$ cat src/design/lens_distortion_plane_remap_macros.svh
// Assertion macros for the lens distortion remap block.
// Included by modules that carry concurrent checks; no other dependencies.
`ifndef LENS_DISTORTION_PLANE_REMAP_MACROS_SVH
`define LENS_DISTORTION_PLANE_REMAP_MACROS_SVH
`ifndef SYNTHESIS
`define LDPR_ASSERT(lbl, clk, rstn, prop) \
  lbl: assert property (@(posedge clk) disable iff (!rstn) prop) \
    else $error("ldpr assertion failed");
`define LDPR_NEVER(lbl, clk, rstn, cond) \
  `LDPR_ASSERT(lbl, clk, rstn, !(cond))
`else
`define LDPR_ASSERT(lbl, clk, rstn, prop)
`define LDPR_NEVER(lbl, clk, rstn, cond)
`endif
`endif

$ cat src/design/ldpr_pkg.sv
// Shared types and constants of the lens distortion remap block.
// No dependencies.
package ldpr_pkg;

  localparam int unsigned IDX_W   = 12;
  localparam int unsigned Q_DEPTH = 2;
  localparam int unsigned QPW     = 1;

  localparam logic [7:0] GRAY_LEVEL = 8'd128;
  localparam logic [7:0] TENTHS     = 8'd10;

  typedef enum logic [1:0] {
    CMD_LOAD_TABLE = 2'd0,
    CMD_LOAD_PIXEL = 2'd1,
    CMD_REQUEST    = 2'd2
  } cmd_e;

  typedef enum logic [2:0] {
    CFG_FRAME_WIDTH  = 3'd0,
    CFG_FRAME_HEIGHT = 3'd1,
    CFG_PIXEL_SCALE  = 3'd2,
    CFG_HEAD_X       = 3'd3,
    CFG_HEAD_Y       = 3'd4
  } cfg_idx_e;

  typedef enum logic [2:0] {
    KIND_NONE,
    KIND_TABLE,
    KIND_PIXEL,
    KIND_GRAY,
    KIND_REMAP
  } kind_e;

  typedef enum logic [3:0] {
    BK_IDLE,
    BK_TBL,
    BK_COPY,
    BK_DIVX,
    BK_DIVY,
    BK_EDGE,
    BK_FETCH,
    BK_DIVT,
    BK_DIVB,
    BK_DIVO
  } back_state_e;

  typedef struct packed {
    logic [10:0] width;
    logic [10:0] height;
    logic [3:0]  scale;
    logic [13:0] head_x;
    logic [13:0] head_y;
  } cfg_t;

  typedef struct packed {
    kind_e            kind;
    logic [9:0]       row;
    logic [9:0]       col;
    logic [7:0]       pixel;
    logic [11:0]      off_x;
    logic [11:0]      off_y;
    logic [IDX_W-1:0] t_row;
    logic [IDX_W-1:0] t_col;
    logic             neg_x;
    logic             neg_y;
  } entry_t;

  typedef struct packed {
    logic        done;
    logic        busy;
    logic [15:0] quot;
    logic [7:0]  rem;
  } div_rsp_t;

endpackage

$ cat src/design/ldpr_front.sv
// Front end: classifies each request and precomputes table indices.
// Depends on ldpr_pkg.
module ldpr_front #(
  parameter int unsigned MAX_DIM    = 1024,
  parameter int unsigned TABLE_COLS = 512,
  parameter int unsigned TABLE_ROWS = 512
) (
  input  ldpr_pkg::cfg_t   cfg_i,
  input  logic [1:0]       cmd_i,
  input  logic [9:0]       row_i,
  input  logic [9:0]       col_i,
  input  logic [7:0]       pixel_in_i,
  input  logic [11:0]      offset_x_i,
  input  logic [11:0]      offset_y_i,
  output ldpr_pkg::entry_t entry_o
);

  localparam logic [12:0] MaxD = 13'(MAX_DIM);
  localparam logic [12:0] TRow = 13'(TABLE_ROWS);
  localparam logic [12:0] TCol = 13'(TABLE_COLS);

  function automatic logic [ldpr_pkg::IDX_W-1:0] tidx(
    input logic [9:0]  pos,
    input logic [13:0] head,
    input logic [3:0]  s,
    input logic [12:0] lim
  );
    logic signed [15:0] diff;
    logic [14:0]        mag;
    logic [18:0]        prod;
    logic [14:0]        idx;
    diff = $signed({2'b00, pos, 4'b0000}) - $signed({2'b00, head});
    mag  = diff[15] ? 15'(-diff) : diff[14:0];
    prod = 19'(mag) * 19'(s);
    idx  = prod[18:4];
    if (idx >= 15'(lim)) begin
      idx = 15'(lim) - 15'd1;
    end
    return ldpr_pkg::IDX_W'(idx);
  endfunction

  logic [12:0] w_c, h_c;
  logic [3:0]  s_c;

  always_comb begin
    w_c = ({2'b00, cfg_i.width} > MaxD) ? MaxD : {2'b00, cfg_i.width};
    h_c = ({2'b00, cfg_i.height} > MaxD) ? MaxD : {2'b00, cfg_i.height};
    s_c = (cfg_i.scale == 4'd0) ? 4'd1 : cfg_i.scale;

    entry_o.kind  = ldpr_pkg::KIND_NONE;
    entry_o.row   = row_i;
    entry_o.col   = col_i;
    entry_o.pixel = pixel_in_i;
    entry_o.off_x = offset_x_i;
    entry_o.off_y = offset_y_i;
    entry_o.t_row = tidx(row_i, cfg_i.head_y, s_c, TRow);
    entry_o.t_col = tidx(col_i, cfg_i.head_x, s_c, TCol);
    entry_o.neg_x = col_i < cfg_i.head_x[13:4];
    entry_o.neg_y = row_i < cfg_i.head_y[13:4];

    case (cmd_i)
      ldpr_pkg::CMD_LOAD_TABLE: begin
        if ({3'b000, row_i} < TRow && {3'b000, col_i} < TCol) begin
          entry_o.kind = ldpr_pkg::KIND_TABLE;
        end
      end
      ldpr_pkg::CMD_LOAD_PIXEL: begin
        if ({3'b000, row_i} < MaxD && {3'b000, col_i} < MaxD) begin
          entry_o.kind = ldpr_pkg::KIND_PIXEL;
        end
      end
      ldpr_pkg::CMD_REQUEST: begin
        if ({3'b000, row_i} >= h_c || {3'b000, col_i} >= w_c) begin
          entry_o.kind = ldpr_pkg::KIND_GRAY;
        end else begin
          entry_o.kind = ldpr_pkg::KIND_REMAP;
        end
      end
      default: entry_o.kind = ldpr_pkg::KIND_NONE;
    endcase
  end

endmodule

$ cat config.mk
export PLATFORM = sky130hd
export DESIGN_NAME = ldpr_front
export DESIGN_NICKNAME = d
export VERILOG_FILES = /design/src/design/lens_distortion_plane_remap_macros.svh /design/src/design/ldpr_pkg.sv /design/src/design/ldpr_front.sv
export SDC_FILE = /design/constraint.sdc
export NUM_CORES = 1
export LEC_CHECK = 0
export ABC_AREA = 1
export BUFFER_PORTS_ARGS = -buffer_cell sky130_fd_sc_hd__buf_2
export CAP_MARGIN = 5
export CORE_MARGIN = 2
export CORE_UTILIZATION = 40
export DETAILED_ROUTE_END_ITERATION = 7
export PLACE_DENSITY = 0.75
export SYNTH_ARGS = -nofsm -noshare
export SYNTH_HDL_FRONTEND = slang
export SYNTH_SLANG_ARGS = --single-unit
$ cat constraint.sdc
create_clock -name vclk -period 13.1
set_clock_uncertainty 0.1 [all_clocks]
set_input_delay 0 -clock vclk [all_inputs]
set_output_delay 0 -clock vclk [all_outputs]
set_load 0.005 [all_outputs]
==> reports/metrics.cfg, run 1 <==
[run]
max-cap-violations=0

[routing]
viasPerCell=4.863
routed_wl_um=16640
drc=0
routed-via-count=6842
dr.first_iter.drc_count=313
drt_first_pass_iters=5
wl_per_cell_um=11.83
drtAntennaViolNets=0

[timing]
setup_viol=0
slew_violations=0
worst_pin_slew_ns=0.6915
hold_viol=0
post-route-period-util_pct=39.41
rsz0062_at_grt=false
setup_tns_ns=0
layout_min_cycle_time_ns=5.163
slew_headroom_pct=53.62
whs_ns=0.1039
max_freq_ghz=0.1937

[global_route]
antenna_found_initial=0
grt_pass1_wl_um=27900
grt_overflow=0
grt_max_degree=19
grt_pass1_vias=6405
gr-usage-all-layers_pct=17.55

[yosys]
syn-instance-count=1093
synth_top_family_by_area=simple AND/OR/NAND/NOR gates
yosys.area_share.simple_pct=33.85
synth-xor-area-share_pct=8.262
ys_types=49
synth_compound_area_share_pct=10.15
netlist_area_mm2=0.007042
yosys.area_share.adder_pct=29.85
yosys_warnings=0
syn_area_per_cell_um2=6.443
yosysSeqAreaShare_pct=0
muxShareOfSynthArea_pct=0

[pwr]
pwr-share-clk_pct=0
ir_drop_v=0.00008242
power_mw=1.256
power.density_mw_per_mm2=161.2
p_sw_uw=773.9
seq_power_share_pct=0
static-leakage-power_nw=4.315
power_frac_comb_pct=100.0
power.internal_uw=482.0
switching_share_pct=61.62

[finish]
antennaDiodeCount=0
nFillCells=1751
syn_to_final_growth_pct=10.63
seq_cells=0
ff_latch_area_um2=0
final_net_count=1430
drive_above_1_share_pct=18.87
clkbuf_count=0

[worst_setup_path]
end_kind=output port
slowest_delay_ns=0.54
critPathLaunchType=input pin
critPathRequiredTime_ns=13.00
cp.arrival_ns=5.06
path_common_cell=nand2_1
crit_path_top_delay_cell=fa_1
critPathKind=in -> out
critPathMaxFanout=9

[die]
die_area_mm2=0.01868
io_pins=189
die_h_um=136.7
rows=48
die_w_um=136.7
coreArea_mm2=0.01724
start_util_pct=40.85

[hold_path]
hold_class=in -> out
holdPathEnd=entry_o[68]
holdPathStages=2
min-delay-start=row_i[0]

[placement]
dp_hpwl_um=14670
numPortBuffers=119
gp_congestion=0.9187

[cts]
cts_resized=0
ctsHoldBuffers=32
post_cts_buffers=0

[status]
outcome=completed

## worst max path at each step
stage | startpoint | cells past startpoint | slack [ns] | end
after detailed placement | row_i[2] | 28 | 7.98 | entry_o[16]
after global routing | cfg_i[6] | 29 | 7.48 | entry_o[21]
after global placement | row_i[2] | 27 | 8.08 | entry_o[21]
after floorplan | cfg_i[6] | 27 | 8.66 | entry_o[14]
after CTS | row_i[2] | 28 | 7.97 | entry_o[16]
final | cfg_i[6] | 29 | 7.94 | entry_o[16]
## logic make-up (layout without fill, tap and decap cells)
| logic type | Yosys count | count (layout) |
|---|---|---|
| fa+ha+maj | 138 | 138 |
| xor+xnor | 63 | 63 |
| other cells | 1 | 6 |
| buf+inv | 276 | 360 |
| simple gates | 495 | 495 |
| compound gates | 120 | 120 |
## routing by layer
layer	vias up	wire, um	global-route usage (%)
met5	-	0	0
met4	0	94	1.273
met3	8	909	0.9630
met2	210	8055	32.42
met1	3083	7579	23.38
li1	3541	-	-
## power groups by stage
stage	Clock, mW	Sequential (mW)	Combinational, mW
final	0	0	1.26
after global routing	0	0	1.43
after CTS	0	0	1.26
after detailed placement	0	0	1.25
after global placement	0	0	1.24
after floorplan	0	0	0.992
## metrics by stage
step	std cells	util [%]	setup WS [ns]	area [um^2]
2_1_floorplan	1098	-	8.664	7061
3_3_place_gp	1375	43.34	8.076	7470
3_5_place_dp	1375	43.34	7.976	7470
4_1_cts	1407	45.19	7.965	7790
5_1_grt	1407	45.19	7.476	7790
6_report	1407	45.19	7.937	7790
## synth_stat cells (7+ instances only)
master | n | area [um^2]
inv_1 | 198 | 743.2
fa_1 | 50 | 1001
o21ai_0 | 21 | 105.1
nand2_1 | 222 | 833.3
xnor2_1 | 34 | 297.8
nor4_1 | 7 | 43.79
inv_2 | 8 | 30.03
nor2_1 | 110 | 412.9
xor2_1 | 25 | 219.0
nand3_2 | 7 | 70.07
nand4_1 | 14 | 87.58
a21oi_1 | 63 | 315.3
buf_4 | 58 | 435.4
nand3_1 | 39 | 195.2
or2_2 | 7 | 43.79
o21bai_1 | 7 | 52.55
nor3_1 | 14 | 70.07
clkbuf_1 | 8 | 30.03
ha_1 | 88 | 1101
o21a_1 | 10 | 75.07
nand2_4 | 8 | 90.09
nand2_2 | 46 | 287.8
## area by class of cell
class	count	area (um^2)	share of cell area, %
multi-input cells	822	5804	74.51
repair buffers	152	923.4	11.85
inverters	208	780.7	10.02
well taps	225	281.5	3.614
## cell usage in the layout, fill, tap and decap left out, types with 6 or more instances in the layout
cell,count
inv_2,8
nand2_1,222
nand3_2,7
nand2_4,8
xnor2_1,34
conb_1,6
nand2_2,46
nand4_1,14
fa_1,50
buf_2,119
nand3_1,39
a21oi_1,63
o21a_1,10
inv_1,198
ha_1,88
o21ai_0,21
nor3_1,14
xor2_1,25
or2_2,7
nor2_1,110
o21bai_1,7
nor4_1,7
dlygate4sd3_1,32
## critical path, delay by kind of cell
family | cells | cell delay [ns]
AND/OR/NAND/NOR | 13 | 1.52
AO/OA/AOI/OAI | 5 | 0.86
XOR/XNOR | 2 | 0.62
adder cells (fa/ha/maj) | 4 | 1.68
buffers and inverters | 5 | 0.36
No activity file was read; power rests on OpenSTA's default activity.
==> inputs of run 2 (changes only) <==
==> constraint.sdc (replaced) <==
create_clock -name vclk -period 4.9
set_clock_uncertainty 0.1 [all_clocks]
set_input_delay 0 -clock vclk [all_inputs]
set_output_delay 0 -clock vclk [all_outputs]
set_load 0.005 [all_outputs]
==> reports/metrics.cfg, run 2 (synthesis results as in run 1) <==
[worst_setup_path]
cp.arrival_ns=4.61
critPathLaunchType=input pin
critPathKind=in -> out
path_common_cell=nand2_1
critPathRequiredTime_ns=4.80
slowest_delay_ns=0.57
crit_path_top_delay_cell=fa_1
end_kind=output port
critPathMaxFanout=5

[timing]
layout_min_cycle_time_ns=4.710
slew_headroom_pct=58.02
setup_viol=0
post-route-period-util_pct=96.12
slew_violations=0
whs_ns=0.1161
hold_viol=0
fin_ws_ns=0.1900
worst_pin_slew_ns=0.6259
max_freq_ghz=0.2123

[die]
coreArea_mm2=0.01724
io_pins=189
start_util_pct=40.85
rows=48
die_w_um=136.7
die_h_um=136.7
die_area_mm2=0.01868

[routing]
wl_per_cell_um=12.87
drc=0
viasPerCell=4.951
routed_wl_um=18680
dr.first_iter.drc_count=417
drt_first_pass_iters=5
drtAntennaViolNets=0
routed-via-count=7184

[pwr]
ir_drop_v=0.0002230
power.density_mw_per_mm2=456.7
static-leakage-power_nw=4.584

[hold_path]
hold_class=in -> out
holdPathEnd=entry_o[66]
min-delay-start=col_i[8]
holdPathStages=2

[global_route]
grt_max_degree=19
grt_overflow=0
gr-usage-all-layers_pct=18.02
grt_pass1_wl_um=28660
grt_pass1_vias=6532
antenna_found_initial=0

[finish]
clkbuf_count=0
final_net_count=1474
drive_above_1_share_pct=33.12
ff_latch_area_um2=0
antennaDiodeCount=0
syn_to_final_growth_pct=27.84
seq_cells=0
final_cell_mix=204 x nand2_1, 190 x inv_1, 118 x buf_2, 97 x nor2_1, 63 x nand2_2
final_common_cell=nand2_1
nFillCells=1597

[run]
max-cap-violations=0

[placement]
pre_cts_slack_ns=-0.05285
gp_congestion=0.9278
dp_hpwl_um=14880
numPortBuffers=119

[status]
outcome=completed

[run 2: layer usage]
metal  routed length (um)  GRT usage [%]  part of all wire [%]  vias up
li1                     -              -                     -     3624
met1                 7999          23.67                    43     3302
met2                 9539          33.78                    51      240
met3                  983          1.185                   5.3       18
met4                  155         0.8681                  0.83        0
met5                    0              0                     0        -
[run 2: final cells by class]
class	count	area [um^2]	area share, %
timing repair buffer	194	1249	13.87
inverter	208	784.5	8.714
tap	225	281.5	3.127
multi-input combinational	824	6688	74.29
[run 2: how the worst max path moves through the flow]
| stage | startpoint | to | slack (ns) |
|---|---|---|---|
| after floorplan | cfg_i[6] | entry_o[14] | 0.46 |
| after global placement | cfg_i[18] | entry_o[4] | 0.07 |
| after detailed placement | row_i[1] | entry_o[21] | -0.05 |
| after CTS | cfg_i[6] | entry_o[21] | 0.0006 |
| after global routing | cfg_i[4] | entry_o[18] | -0.12 |
| final | cfg_i[18] | entry_o[7] | 0.19 |
[run 2: report_power, final]
part | switching (mW) | total (mW) | internal, mW
logic | 2.41 | 4.11 | 1.70
registers | 0 | 0 | 0
clock network | 0 | 0 | 0
[run 2: worst max-delay path: cells and delay by family]
kind | cells | cell delay, ns
fa+ha+maj | 4 | 1.64
simple gates | 15 | 1.63
compound gates | 3 | 0.53
buf+inv | 5 | 0.52
xor+xnor | 2 | 0.29
[run 2: timing repair]
action | 4_1_cts | 5_1_grt
hold buffers | 32 | 0
setup buffers | 1 | 21
endpoints found under the hold margin | 32 | 0
cloned | 1 | 1
pin swaps | 3 | 55
setup endpoints to repair | 9 | 18
resized for setup | 5 | 172
[run 2: metrics by stage]
step                      utilization [%]  cells  instance area, um^2  power [mW]  TNS, ns
after floorplan                         -   1098                 7061       2.652        0
after global routing                52.23   1451                 9002       4.559   -1.717
after global placement              44.21   1395                 7620       3.333        0
final                               52.23   1451                 9002       4.112        0
after CTS                           46.33   1429                 7985       3.433        0
after detailed placement            44.21   1395                 7620       3.371  -0.3645
==> inputs of run 3 (changes only) <==
--- a/config.mk
+++ b/config.mk
@@ -9,9 +9,9 @@
 export BUFFER_PORTS_ARGS = -buffer_cell sky130_fd_sc_hd__buf_2
 export CAP_MARGIN = 5
 export CORE_MARGIN = 2
-export CORE_UTILIZATION = 40
+export CORE_UTILIZATION = 35
 export DETAILED_ROUTE_END_ITERATION = 7
-export PLACE_DENSITY = 0.75
+export PLACE_DENSITY = 0.69
 export SYNTH_ARGS = -nofsm -noshare
 export SYNTH_HDL_FRONTEND = slang
 export SYNTH_SLANG_ARGS = --single-unit
==> reports/metrics.cfg, run 3 (synthesis results as in run 1) <==
[hold_path]
min-delay-start=col_i[8]
holdPathEnd=entry_o[66]
holdPathStages=2
hold_class=in -> out

[routing]
viasPerCell=4.738
dr.first_iter.drc_count=348
drt_first_pass_iters=5
routed-via-count=7083
routed_wl_um=18800
wl_per_cell_um=12.57
drc=0
drtAntennaViolNets=0

[worst_setup_path]
slowest_delay_ns=0.55
critPathMaxFanout=5
cp.arrival_ns=4.56
critPathKind=in -> out
critPathLaunchType=input pin
crit_path_top_delay_cell=fa_1
end_kind=output port
critPathRequiredTime_ns=4.80

[global_route]
grt_max_degree=17
grt_overflow=0
grt_pass1_wl_um=29230
grt_pass1_vias=6425
gr-usage-all-layers_pct=15.67
antenna_found_initial=0

[timing]
layout_min_cycle_time_ns=4.664
slew_violations=0
slew_headroom_pct=61.37
worst_pin_slew_ns=0.5788
setup_viol=0
hold_viol=0
setup_tns_ns=0
post-route-period-util_pct=95.19
max_freq_ghz=0.2144
whs_ns=0.1209

[finish]
antennaDiodeCount=0
seq_cells=0
ff_latch_area_um2=0
nFillCells=1930
syn_to_final_growth_pct=31.49
drive_above_1_share_pct=35.04
final_net_count=1478
final_area_mm2=0.009259
fin_util_pct=47.26
final_cell_mix=195 x nand2_1, 189 x inv_1, 119 x buf_2, 94 x nor2_1, 69 x nand2_2
clkbuf_count=0
final_common_cell=nand2_1

[status]
outcome=completed

[pwr]
power.density_mw_per_mm2=460.7
seq_power_share_pct=0
power_frac_comb_pct=100.0
power.internal_mw=1.788
static-leakage-power_nw=4.654
switching_share_pct=58.08
pwr-share-clk_pct=0
p_sw_mw=2.477
ir_drop_v=0.0002505

[placement]
numPortBuffers=119
gp_congestion=0.9059
dp_hpwl_um=15110
placed_cell_area_mm2=0.007730

[die]
rows=51
die_w_um=145.8
io_pins=189
coreArea_mm2=0.01959
die_area_mm2=0.02127
die_h_um=145.8
start_util_pct=35.95

[run]
max-cap-violations=0

run 3: changes by cell type in the layout (fill, tap and decap cells not counted), moves of 4 or more:
cell / delta
nand2_2: +6
xor2_2: +4
a21oi_4: +4
ha_2: -5
a21oi_2: -4
buf_4: +4
ha_4: +5
nor2_2: +5
xor2_1: -4
nand2_1: -9
run 3: worst max-delay path, delay by kind of cell:
family | cells | cell delay (ns)
adders and majority gates | 4 | 1.59
xor gates and xnor gates | 2 | 0.34
and+or+nand+nor | 19 | 2.01
buffers and inverters | 5 | 0.41
AOI/OAI and AO/OA | 1 | 0.18
run 3: cell type report:
type | count | area [um^2] | share of cell area (%)
Timing Repair Buffer | 198 | 1281 | 13.84
Inverter | 208 | 780.7 | 8.432
Multi-Input combinational cell | 824 | 6865 | 74.15
Tap cell | 265 | 331.6 | 3.581
run 3: how the worst max path moves through the flow:
stage / start / to / slack (ns) / cells after the start
after floorplan: cfg_i[6] / entry_o[14] / 0.46 / 27
after global placement: row_i[2] / entry_o[21] / 0.007 / 29
after detailed placement: cfg_i[4] / entry_o[16] / -0.1 / 30
after CTS: cfg_i[18] / entry_o[8] / 0.01 / 32
after global routing: cfg_i[18] / entry_o[8] / -0.12 / 32
final: cfg_i[18] / entry_o[2] / 0.24 / 31
run 3: metal layers:
| layer | track usage, % | share of wire (%) | vias to the layer above |
|---|---|---|---|
| met2 | 29.20 | 51 | 217 |
| met4 | 0.3922 | 0.63 | 0 |
| li1 | - | - | 3634 |
| met3 | 0.5016 | 3.9 | 11 |
| met5 | 0 | 0 | - |
| met1 | 21.22 | 45 | 3221 |
run 3: stage by stage:
step | cells | worst slack [ns] | total power [mW]
2_1_floorplan | 1098 | 0.4643 | 2.652
3_3_place_gp | 1443 | 0.006917 | 3.386
3_5_place_dp | 1443 | -0.09925 | 3.400
4_1_cts | 1478 | 0.01315 | 3.566
5_1_grt | 1495 | -0.1239 | 4.776
6_report | 1495 | 0.2359 | 4.265
run 3: what timing repair did:
action,4_1_cts,5_1_grt
buffers inserted,1,17
endpoints found under the setup margin,18,18
resized for setup,18,188
endpoints found under the hold margin,32,0
pin swaps,9,77
gates cloned,2,0
hold buffers,32,0
run 3: power by group through the flow:
stage / sequential [mW] / clock, mW / combinational [mW]
global route: 0 / 0 / 4.78
finish: 0 / 0 / 4.27
CTS: 0 / 0 / 3.57
detailed placement: 0 / 0 / 3.40
global placement: 0 / 0 / 3.39
floorplan: 0 / 0 / 2.65
