<file path="config.mk">
export PLATFORM = sky130hd
export DESIGN_NAME = ldpr_queue
export DESIGN_NICKNAME = d
export VERILOG_FILES = /design/src/design/lens_distortion_plane_remap_macros.svh /design/src/design/ldpr_pkg.sv /design/src/design/ldpr_queue.sv
export SDC_FILE = /design/constraint.sdc
export NUM_CORES = 1
export LEC_CHECK = 0
export BUFFER_PORTS_ARGS = -buffer_cell sky130_fd_sc_hd__buf_4
export CAP_MARGIN = 30
export CORE_MARGIN = 1.5
export CORE_UTILIZATION = 45
export CTS_CLUSTER_SIZE = 25
export DETAILED_ROUTE_END_ITERATION = 6
export PLACE_DENSITY = 0.81
export SYNTH_ARGS = -nofsm -noshare
export SYNTH_HDL_FRONTEND = slang
export SYNTH_SLANG_ARGS = --single-unit
</file>
<file path="constraint.sdc">
create_clock -name clk_i -period 9.45 [get_ports clk_i]
set_input_delay 1.4175 -clock clk_i [delete_from_list [all_inputs] [get_ports clk_i]]
set_output_delay 1.4175 -clock clk_i [all_outputs]
set_load 0.05 [all_outputs]
</file>
<file path="src/design/lens_distortion_plane_remap_macros.svh">
// Assertion macros for the lens distortion remap block.
// Included by modules that carry concurrent checks; no other dependencies.
`ifndef LENS_DISTORTION_PLANE_REMAP_MACROS_SVH
`define LENS_DISTORTION_PLANE_REMAP_MACROS_SVH
`ifndef SYNTHESIS
`define LDPR_ASSERT(lbl, clk, rstn, prop) \
  lbl: assert property (@(posedge clk) disable iff (!rstn) prop) \
    else $error("ldpr assertion failed");
`define LDPR_NEVER(lbl, clk, rstn, cond) \
  `LDPR_ASSERT(lbl, clk, rstn, !(cond))
`else
`define LDPR_ASSERT(lbl, clk, rstn, prop)
`define LDPR_NEVER(lbl, clk, rstn, cond)
`endif
`endif

</file>
<file path="src/design/ldpr_pkg.sv">
// Shared types and constants of the lens distortion remap block.
// No dependencies.
package ldpr_pkg;

  localparam int unsigned IDX_W   = 12;
  localparam int unsigned Q_DEPTH = 2;
  localparam int unsigned QPW     = 1;

  localparam logic [7:0] GRAY_LEVEL = 8'd128;
  localparam logic [7:0] TENTHS     = 8'd10;

  typedef enum logic [1:0] {
    CMD_LOAD_TABLE = 2'd0,
    CMD_LOAD_PIXEL = 2'd1,
    CMD_REQUEST    = 2'd2
  } cmd_e;

  typedef enum logic [2:0] {
    CFG_FRAME_WIDTH  = 3'd0,
    CFG_FRAME_HEIGHT = 3'd1,
    CFG_PIXEL_SCALE  = 3'd2,
    CFG_HEAD_X       = 3'd3,
    CFG_HEAD_Y       = 3'd4
  } cfg_idx_e;

  typedef enum logic [2:0] {
    KIND_NONE,
    KIND_TABLE,
    KIND_PIXEL,
    KIND_GRAY,
    KIND_REMAP
  } kind_e;

  typedef enum logic [3:0] {
    BK_IDLE,
    BK_TBL,
    BK_COPY,
    BK_DIVX,
    BK_DIVY,
    BK_EDGE,
    BK_FETCH,
    BK_DIVT,
    BK_DIVB,
    BK_DIVO
  } back_state_e;

  typedef struct packed {
    logic [10:0] width;
    logic [10:0] height;
    logic [3:0]  scale;
    logic [13:0] head_x;
    logic [13:0] head_y;
  } cfg_t;

  typedef struct packed {
    kind_e            kind;
    logic [9:0]       row;
    logic [9:0]       col;
    logic [7:0]       pixel;
    logic [11:0]      off_x;
    logic [11:0]      off_y;
    logic [IDX_W-1:0] t_row;
    logic [IDX_W-1:0] t_col;
    logic             neg_x;
    logic             neg_y;
  } entry_t;

  typedef struct packed {
    logic        done;
    logic        busy;
    logic [15:0] quot;
    logic [7:0]  rem;
  } div_rsp_t;

endpackage

</file>
<file path="src/design/ldpr_queue.sv">
// Two-entry request queue between front and back end.
// Depends on ldpr_pkg.
module ldpr_queue (
  input  logic             clk_i,
  input  logic             rst_ni,
  input  logic             push_i,
  input  ldpr_pkg::entry_t entry_i,
  input  logic             pop_i,
  output ldpr_pkg::entry_t entry_o,
  output logic             empty_o,
  output logic             full_o
);

  ldpr_pkg::entry_t             mem_q [ldpr_pkg::Q_DEPTH];
  logic [ldpr_pkg::QPW-1:0]     wr_q, wr_d, rd_q, rd_d;
  logic [ldpr_pkg::QPW:0]       cnt_q, cnt_d;

  assign empty_o = cnt_q == '0;
  assign full_o  = cnt_q == (ldpr_pkg::QPW+1)'(ldpr_pkg::Q_DEPTH);
  assign entry_o = mem_q[rd_q];

  always_comb begin
    wr_d  = push_i ? wr_q + 1'b1 : wr_q;
    rd_d  = pop_i ? rd_q + 1'b1 : rd_q;
    cnt_d = cnt_q + (ldpr_pkg::QPW+1)'(push_i) - (ldpr_pkg::QPW+1)'(pop_i);
  end

  always_ff @(posedge clk_i or negedge rst_ni) begin
    if (!rst_ni) begin
      wr_q  <= '0;
      rd_q  <= '0;
      cnt_q <= '0;
    end else begin
      wr_q  <= wr_d;
      rd_q  <= rd_d;
      cnt_q <= cnt_d;
    end
  end

  always_ff @(posedge clk_i) begin
    if (push_i) begin
      mem_q[wr_q] <= entry_i;
    end
  end

endmodule

</file>
==> results of run 1 <==
-- worst max-delay path by stage --
stage | endpoint | slack [ns] | depth (start not counted) | startpoint
after global placement | entry_o[58] | 5.82 | 3 | rd_q
after CTS | entry_o[3] | 5.34 | 3 | rd_q
after floorplan | mem_q[0][0] | 3.96 | 1 | push_i
after global routing | entry_o[21] | 5.57 | 4 | rd_q
after detailed placement | entry_o[3] | 5.80 | 3 | rd_q
final | entry_o[3] | 5.67 | 4 | rd_q
-- cells by family after synthesis --
| kind of cell | Yosys count |
|---|---|
| buffers and inverters | 11 |
| AND/OR/NAND/NOR | 4 |
| adder cells (fa/ha/maj) | 2 |
| flip-flops | 166 |
| XOR/XNOR | 3 |
| multiplexers | 81 |
-- through the flow --
stage	instance area [um^2]	util (%)	power, uW
floorplan	6440	-	2100
global placement	7780	55.8	2340
detailed placement	7800	56.0	2360
CTS	8370	60.0	3030
global route	8410	60.4	3120
finish	8410	60.4	3000
-- worst max-delay path, cell delays in order (launching register included) --
cell and delay, ns:
dfrtp_4 0.75, buf_4 0.29, buf_16 0.32, mux2_4 0.34, buf_4 0.19
-- final cells by class --
class / instances / area, um^2 / share of cell area, %
multi-input cells: 90 / 1310 / 15.5
well taps: 180 / 225 / 2.68
flip-flops and latches: 166 / 4970 / 59.0
clock buffers: 20 / 437 / 5.19
clock inverters: 10 / 133 / 1.58
repair buffers: 172 / 1340 / 15.9
inverters: 2 / 7.51 / 0.0892
-- placed cells by master, fill, tap and decap left out, drive strengths merged --
cell	count
nor2b	2
buf	172
inv	2
bufinv	3
clkbuf	20
clkinvlp	3
clkinv	4
mux2	81
xor3	1
nor2	1
xor2	2
dfrtp	4
and2	1
edfxtp	162
ha	2
-- registers in the layout (all words and copies together), names as in the netlist --
register	flops
cnt_q	2
wr_q	1
mem_q	162
rd_q	1
-- metal layers --
metal	vias up	wire (um)	part of all wire (%)	global-route usage, %
met5	-	0	0	0
met4	0	228	2.1	6.76
met3	17	665	6.1	4.41
met2	114	5590	51	24.3
met1	1500	4460	41	18.2
li1	1417	-	-	-
-- report_power, final --
group | internal [uW] | leakage (uW) | total (uW) | switching (uW)
Sequential | 979 | 0.00157 | 1050 | 68.7
Combinational | 494 | 0.00157 | 1290 | 800
Clock | 410 | 0.000265 | 663 | 253
Total | 1880 | 0.00340 | 3000 | 1120
==> results.py, run 1 <==
metrics = {
    "status": {
        "outcome": "finished clean",
    },
    "layout": {
        "fin_nets": 536,
        "layout.cells.non_filler": 640,
        "drive_gt1_share_pct": 60.9,
        "syn2layout_area_growth_pct": 30.6,
        "n_fill_cell": 1038,
        "antenna_cells": 0,
    },
    "grt": {
        "grt_pass1_wl_um": 16200,
        "grtUsageTotal_pct": 14.8,
        "grt_pass1_vias": 3143,
        "antenna_found_initial": 0,
        "grt_max_degree": 56,
        "grt_overflow_total": 0,
    },
    "clocking": {
        "cts_buffers": 17,
        "tritoncts": "yes",
        "cts.sinks": 166,
        "clockBufferDepth": 2,
        "cts_htree_levels": 4,
        "clkLatencyLatePin_ns": 0.41,
        "root_buffer": "clkbuf_16",
        "postCtsSetupRepairBufs": 0,
        "cts_hold_buf": 0,
        "clk_pin_slew_worst_paths_ns": 0.06,
        "cts.repair.resized": 0,
    },
    "route": {
        "drt-total-wl_um": 11000,
        "vias": 3048,
        "post_drt_wl_per_cell_um": 17.1,
        "vias_per_cell": 4.76,
        "drtAntennaViolNets": 0,
        "drcViolationCount": 0,
        "dr.pass1.iters": 6,
        "drt-initial-drc-count": 163,
    },
    "logic_synthesis": {
        "synth_top_family_by_area": "multiplexers",
        "yosysTopAreaCell": "edfxtp_1",
        "ys_top_cells_by_count": "edfxtp_1, mux2_4, buf_12, dfrtp_1",
        "synth_fp_nets": 354,
        "yosys.area_share.simple_pct": 0.350,
        "synth-seq-cells": 166,
        "synth_xor_area_share_pct": 0.641,
        "syn_inst": 267,
        "synth_area_um2": 6440,
        "synth_fa_ha_area_share_pct": 0.389,
        "netlist.area_leader.share_pct": 75.5,
        "async_flop_share_pct": 2.41,
        "synth_warnings": 0,
        "muxShareOfSynthArea_pct": 18.8,
        "yosysSeqAreaShare_pct": 77.1,
        "yosys.cell_types.count": 13,
        "synth.avg_cell_area_um2": 24.1,
        "synth_area_leaders": "edfxtp_1, mux2_4, buf_12, dfrtp_1, ha_1",
        "ys.flop_type": "edfxtp_1",
        "synth.most_common_cell": "edfxtp_1",
        "synth_compound_area_share_pct": 0,
        "synth_edf_count": 162,
    },
    "sta": {
        "finalHoldViolCount": 0,
        "min_period_over_period_pct": 40.0,
        "maxSlewViolCount": 0,
        "finalWorstSetupSlack_ns": 5.67,
        "tns_ns": 0,
        "tightest_slew_ns": 0.656,
        "whs_ns": 0.550,
        "fmax_mhz": 265,
        "setup_viol": 0,
        "skew_ns": 0.00666,
        "rsz0062_at_grt": "no",
        "slew_headroom_pct": 56.3,
        "min_period_ns": 3.78,
    },
    "run": {
        "cap_violations": 0,
    },
    "setup_path": {
        "r2r_slack_ns": 7.59,
        "cp_data_arrival_time_ns": 2.36,
        "required_ns": 8.03,
        "endpoint_kind": "output port",
        "critPathKind": "flop to output port",
        "startpoint_type": "flop",
        "crit_fanout": 50,
        "r2r_end": "mem_q[0][9]",
        "rr_worst_depth": 3,
        "reg2reg_from": "wr_q",
    },
    "die": {
        "start_util_pct": 46.2,
        "ioPinCount": 168,
        "rows": 43,
        "die-width_um": 123,
        "die_y_um": 123,
        "coreArea_um2": 13900,
        "die_area_um2": 15000,
    },
    "min_path": {
        "hold_depth": 1,
        "hp-start": "wr_q",
        "hold_path_end": "wr_q",
        "holdCritPathClass": "flop to flop",
    },
    "power": {
        "p_leak_uw": 0.00340,
        "ir_drop_mv": 0.237,
        "p_per_area_nw_per_um2": 357,
    },
    "placement": {
        "post-place-ws_ns": 5.80,
        "hpwl_um": 7240,
        "port_buffers": 167,
        "dpl.cell_count": 608,
        "gp_congestion": 0.690,
    },
}
Power figures use the tool's default switching activity.
==> run 2: changes to the inputs <==
- ABC_AREA: unset -> 1
- clock period: 9.45 -> 3.8 ns (I/O delays scaled with it)
==> run 2 against run 1 <==
Against the previous run:
- sequential power grew to 2.5 times the previous value
- final area is 2.3% lower
- critical path type unchanged
- register-to-register slack worse by 5.5 ns
- non-clock buffer count stayed put
- utilization is 0.70 points lower
- count of clock-buffer cells in the layout is 2 lower
- sequential share of layout area is 1.4 points higher
- clock skew is 0.00065 ns higher
- critical path depth stayed put
- setup slack worse by 4.6 ns
- largest cell class unchanged
==> results.py, run 2 <==
metrics = {
    "setup_path": {
        "endpoint_kind": "output port",
        "critPathKind": "flop to output port",
        "cpPeakStageDelay_ns": 0.90,
        "r2r_end": "mem_q[1][63]",
        "path_cells": "buf_12 -> nand2_1 -> o21ai_0 -> buf_4",
        "cp_data_arrival_time_ns": 2.17,
        "cpMaxStageDelayCell": "dfrtp_4",
        "crit_family": "flip-flops",
        "startpoint_type": "flop",
        "rr_worst_depth": 3,
        "reg2reg_from": "wr_q",
        "r2r_slack_ns": 2.05,
        "required_ns": 3.23,
        "path_buf_inv": 2,
        "crit_fanout": 84,
    },
    "layout": {
        "fin_util_pct": 59.7,
        "syn2layout_area_growth_pct": 30.6,
        "layout.cells.non_filler": 814,
        "layout.cells.most_common": "buf_4",
        "antenna_cells": 0,
        "largest_reg_flops": 162,
        "n_fill_cell": 1067,
        "reg_top3": "mem_q (162), cnt_q (2)",
        "final_cell_mix": "buf_4, edfxtp_1, inv_1, nand2_1, o21ai_0",
        "fin_nets": 708,
        "regMostFlops": "mem_q",
        "drive_gt1_share_pct": 32.2,
    },
    "route": {
        "wl_met1_um": 4270,
        "drcViolationCount": 0,
        "vias_per_cell": 4.56,
        "drt-initial-drc-count": 270,
        "vias": 3710,
        "wl_met3_um": 769,
        "met2_wirelength_um": 6050,
        "dr.pass1.iters": 4,
        "top_layer": "met4",
        "drt-total-wl_um": 11200,
        "post_drt_wl_per_cell_um": 13.8,
        "drtAntennaViolNets": 0,
    },
    "min_path": {
        "holdCritPathClass": "input pin to flop",
        "hold_path_end": "mem_q[1][14]",
        "hold_depth": 1,
        "hp-start": "entry_i[14]",
    },
    "logic_synthesis": {
        "synth_area_um2": 6290,
        "yosysSeqAreaShare_pct": 78.9,
        "netlist.area_leader.share_pct": 77.3,
        "synth-seq-cells": 166,
        "ys.flop_type": "edfxtp_1",
        "synth_fp_nets": 535,
        "synth_area_leaders": "edfxtp_1, inv_1, nand2_1, o21ai_0, buf_12",
        "yosys.cell_types.count": 15,
        "yosysTopAreaCell": "edfxtp_1",
        "synth_warnings": 0,
        "synth.most_common_cell": "edfxtp_1",
        "syn_inst": 448,
        "synth_edf_count": 162,
        "synth.avg_cell_area_um2": 14.1,
        "async_flop_share_pct": 2.41,
        "ys_top_cells_by_count": "edfxtp_1, inv_1, nand2_1, o21ai_0, o21ai_1",
    },
    "power": {
        "p_seq_share_pct": 35.2,
        "switching_share_pct": 43.2,
        "p_int_uw": 4250,
        "p_clk_share_pct": 22.0,
        "p_leak_uw": 0.00348,
        "p_per_area_nw_per_um2": 910,
        "power_switching_uw": 3230,
        "p_comb_share_pct": 42.8,
        "ir_drop_mv": 0.497,
    },
    "sta": {
        "slew_headroom_pct": 50.4,
        "whs_ns": 0.340,
        "skew_ns": 0.00730,
        "rsz0062_at_grt": "no",
        "fmax_mhz": 365,
        "finalHoldViolCount": 0,
        "min_period_ns": 2.74,
        "tns_ns": 0,
        "tightest_slew_ns": 0.744,
        "setup_viol": 0,
        "maxSlewViolCount": 0,
        "min_period_over_period_pct": 72.0,
    },
    "clocking": {
        "clkLatencyLatePin_ns": 0.41,
        "cts.repair.resized": 0,
        "clockBufferDepth": 2,
        "root_buffer": "clkbuf_16",
        "cts.sinks": 166,
        "cts_hold_buf": 1,
        "tritoncts": "yes",
        "clk_pin_slew_worst_paths_ns": 0.06,
        "cts_buffers": 17,
        "postCtsSetupRepairBufs": 0,
        "cts_htree_levels": 4,
    },
    "die": {
        "coreArea_um2": 13800,
        "die_y_um": 121,
        "rows": 43,
        "start_util_pct": 45.7,
        "ioPinCount": 168,
        "die_area_um2": 14700,
        "die-width_um": 121,
    },
    "grt": {
        "grt_overflow_total": 0,
        "grt_pass1_vias": 3618,
        "grt_max_degree": 85,
        "grtUsageTotal_pct": 15.7,
        "grt_pass1_wl_um": 17100,
        "antenna_found_initial": 0,
    },
    "placement": {
        "port_buffers": 167,
        "gp_congestion": 0.717,
        "dpl.cell_count": 781,
        "hpwl_um": 7440,
    },
    "run": {
        "cap_violations": 0,
    },
    "status": {
        "outcome": "finished clean",
    },
}
==> run 2: changes by cell type in the layout (fill, tap and decap cells not counted), moves of 2 or more <==
cell / change
nand2_1: +87
inv_1: +85
mux2_4: -79
o21ai_0: +62
o21ai_1: +19
inv_6: +4
clkinv_2: +3
clkbuf_1: -2
clkinv_1: -2
mux2_2: -2
==> run 2: final cells by class <==
type / instances / area [um^2] / area share [%]
clock inverters: 14 / 149 / 1.81
inverters: 88 / 332 / 4.03
repair buffers: 172 / 1320 / 16.0
multi-input cells: 176 / 798 / 9.71
clock buffers: 18 / 429 / 5.22
flip-flops and latches: 166 / 4970 / 60.4
well taps: 180 / 225 / 2.74
==> run 2: per-layer routing <==
layer  up-vias  global-route usage [%]
met5         -                       0
met4         0                    6.40
met1      1739                    17.1
li1       1851                       -
met2       111                    28.1
met3         9                    5.12
==> run 2: metrics by stage <==
stage / area, um^2 / power, uW / setup slack [ns]
2_1_floorplan: 6300 / 5070 / 0.679
3_3_place_gp: 7630 / 5850 / 1.52
3_5_place_dp: 7630 / 5910 / 1.47
4_1_cts: 8220 / 7570 / 1.02
5_1_grt: 8220 / 7810 / 0.886
6_report: 8220 / 7480 / 1.06
==> run 2: worst max path at each step <==
stage | from | endpoint | slack, ns | cells after the start
finish | rd_q | entry_o[77] | 1.06 | 4
global route | rd_q | entry_o[77] | 0.89 | 4
CTS | rd_q | entry_o[77] | 1.02 | 4
detailed placement | rd_q | entry_o[77] | 1.47 | 4
global placement | rd_q | entry_o[78] | 1.52 | 4
floorplan | push_i | mem_q[0][0] | 0.68 | 2
==> run 2: cell families (layout without fill, tap and decap cells) <==
| logic type | count (synthesis) | after routing | share of synthesized area [%] |
|---|---|---|---|
| adders and majority gates | 2 | 2 | 0.397 |
| xor gates and xnor gates | 2 | 2 | 0.278 |
| buffers and inverters | 106 | 292 | 8.57 |
| and+or+nand+nor | 91 | 91 | 5.45 |
| AOI/OAI and AO/OA | 81 | 81 | 6.44 |
| DFF | 166 | 166 | 78.9 |
==> run 2: power groups by stage <==
| stage | Clock [uW] | Sequential (uW) | Combinational [uW] |
|---|---|---|---|
| floorplan | 0 | 2560 | 2510 |
| global placement | 0 | 2660 | 3190 |
| detailed placement | 0 | 2680 | 3230 |
| CTS | 1680 | 2640 | 3240 |
| global route | 1740 | 2680 | 3390 |
| finish | 1640 | 2640 | 3200 |
==> run 3: changes to the inputs <==
- PLACE_DENSITY: 0.81 -> 0.84
- clock period: 3.8 -> 2.3 ns (I/O delays scaled with it)
==> run 3 against run 2 <==
Against the previous run:
- power rose by 67%
- largest cell class unchanged
- largest power group unchanged
- setup slack got worse by 0.95 ns
- count of clock-buffer cells in the layout fell by 1
- critical endpoint is now entry_o[7]
==> results.py, run 3 (same netlist as run 2, synthesis figures left out) <==
metrics = {
    "grt": {
        "grt_pass1_wl_um": 17700,
        "grt_max_degree": 82,
        "grtUsageTotal_pct": 15.9,
        "grt_pass1_vias": 3826,
        "grt_overflow_total": 0,
        "antenna_found_initial": 0,
    },
    "sta": {
        "min_period_ns": 2.18,
        "finalWorstSetupSlack_ns": 0.115,
        "fmax_mhz": 458,
        "min_period_over_period_pct": 95.0,
        "slew_headroom_pct": 69.9,
        "skew_ns": 0.00527,
        "maxSlewViolCount": 0,
        "setup_viol": 0,
        "tns_ns": 0,
        "tightest_slew_ns": 0.451,
        "finalHoldViolCount": 0,
        "rsz0062_at_grt": "no",
    },
    "clocking": {
        "cts_buffers": 17,
        "root_buffer": "clkbuf_16",
        "clockBufferDepth": 2,
        "cts.sinks": 166,
        "tritoncts": "yes",
        "clkLatencyLatePin_ns": 0.42,
        "clk_pin_slew_worst_paths_ns": 0.06,
        "cts_htree_levels": 4,
    },
    "layout": {
        "antenna_cells": 0,
        "final_cell_mix": "buf_4, edfxtp_1, inv_1, nand2_1, o21ai_0",
        "syn2layout_area_growth_pct": 31.4,
        "largest_reg_flops": 162,
        "drive_gt1_share_pct": 32.5,
        "reg_top3": "mem_q (162), cnt_q (2)",
        "fin_nets": 710,
        "layout.cells.most_common": "buf_4",
        "regMostFlops": "mem_q",
    },
    "route": {
        "dr.pass1.iters": 4,
        "drt-total-wl_um": 11300,
        "drt-initial-drc-count": 222,
        "vias": 3760,
        "drtAntennaViolNets": 0,
        "post_drt_wl_per_cell_um": 13.8,
        "drcViolationCount": 0,
        "vias_per_cell": 4.61,
    },
    "setup_path": {
        "crit_fanout": 42,
        "critPathKind": "flop to output port",
        "endpoint_kind": "output port",
        "cp_data_arrival_time_ns": 1.84,
        "required_ns": 1.96,
        "rr_worst_depth": 3,
        "reg2reg_from": "wr_q",
        "startpoint_type": "flop",
        "cp-startpoint": "rd_q",
    },
    "die": {
        "ioPinCount": 168,
        "start_util_pct": 45.7,
        "die_area_um2": 14700,
        "die-width_um": 121,
        "die_y_um": 121,
        "rows": 43,
        "coreArea_um2": 13800,
    },
    "power": {
        "p_leak_uw": 0.00349,
        "total_power_uw": 12500,
        "ir_drop_mv": 1.10,
        "p_per_area_nw_per_um2": 1510,
    },
    "min_path": {
        "hold_depth": 1,
        "hp-start": "entry_i[9]",
        "holdCritPathClass": "input pin to flop",
    },
    "placement": {
        "port_buffers": 167,
        "post-place-ws_ns": 0.477,
        "hpwl_um": 7370,
        "gp_congestion": 0.715,
    },
    "run": {
        "cap_violations": 0,
    },
    "status": {
        "outcome": "finished clean",
    },
}
==> run 3: cell count changes in the layout (fill, tap and decap cells not counted) <==
| cell | change |
|---|---|
| buf_12 | +2 |
| inv_6 | -1 |
| clkinvlp_4 | +4 |
| clkinv_2 | -1 |
| clkinv_4 | -1 |
| buf_4 | -1 |
| buf_8 | +1 |
| clkbuf_1 | -1 |
==> run 3: worst max-delay path: stages, from the launching register on <==
cell	delay [ns]
dfrtp_4	0.62
buf_12	0.23
o21ai_0	0.30
buf_4	0.27
==> run 3: final timing paths <==
path,endpoint,slack [ns]
setup / recovery,entry_o[7],0.12
hold / removal,mem_q[1][9],0.11
setup reg to reg,mem_q[1][76],0.90
hold reg to reg,wr_q,0.55
max in group asynchronous,rd_q,1.90
min in group asynchronous,wr_q,0.28
==> run 3: final cells by class <==
class	instances	area, um^2
clock buffers	17	425
clock inverters	15	154
fillers	1082	5500
inverters	88	334
multi-input cells	176	798
flip-flops and latches	166	4970
well taps	180	225
repair buffers	174	1370
==> run 3: routing by layer <==
metal  up-vias  part of all wire (%)  track usage, %
met5         -                     0               0
met4         0                   1.5            6.62
met3        15                   7.4            5.17
met2       127                    52            27.9
met1      1763                    39            17.9
li1       1855                     -               -
==> run 3: per-stage QoR <==
step	std cells	utilization [%]	hold WS, ns	cell area [um^2]
floorplan	448	-	0.0494	6310
global placement	782	55.7	0.144	7670
detailed placement	782	55.7	0.144	7670
CTS	816	60.1	0.0902	8270
global route	816	60.1	0.0874	8270
finish	816	60.1	0.108	8270
==> run 3: timing repair <==
action / 4_1_cts / 5_1_grt
hold buffers: 1 / 0
setup buffers: 1 / 0
endpoints found under the setup margin: 1 / 0
endpoints found under the hold margin: 4 / 0
resized for setup: 0 / 0
==> run 3: report_power, final <==
part	internal (uW)	switching, uW
clock network	1600	1120
logic	1470	4040
registers	4020	222
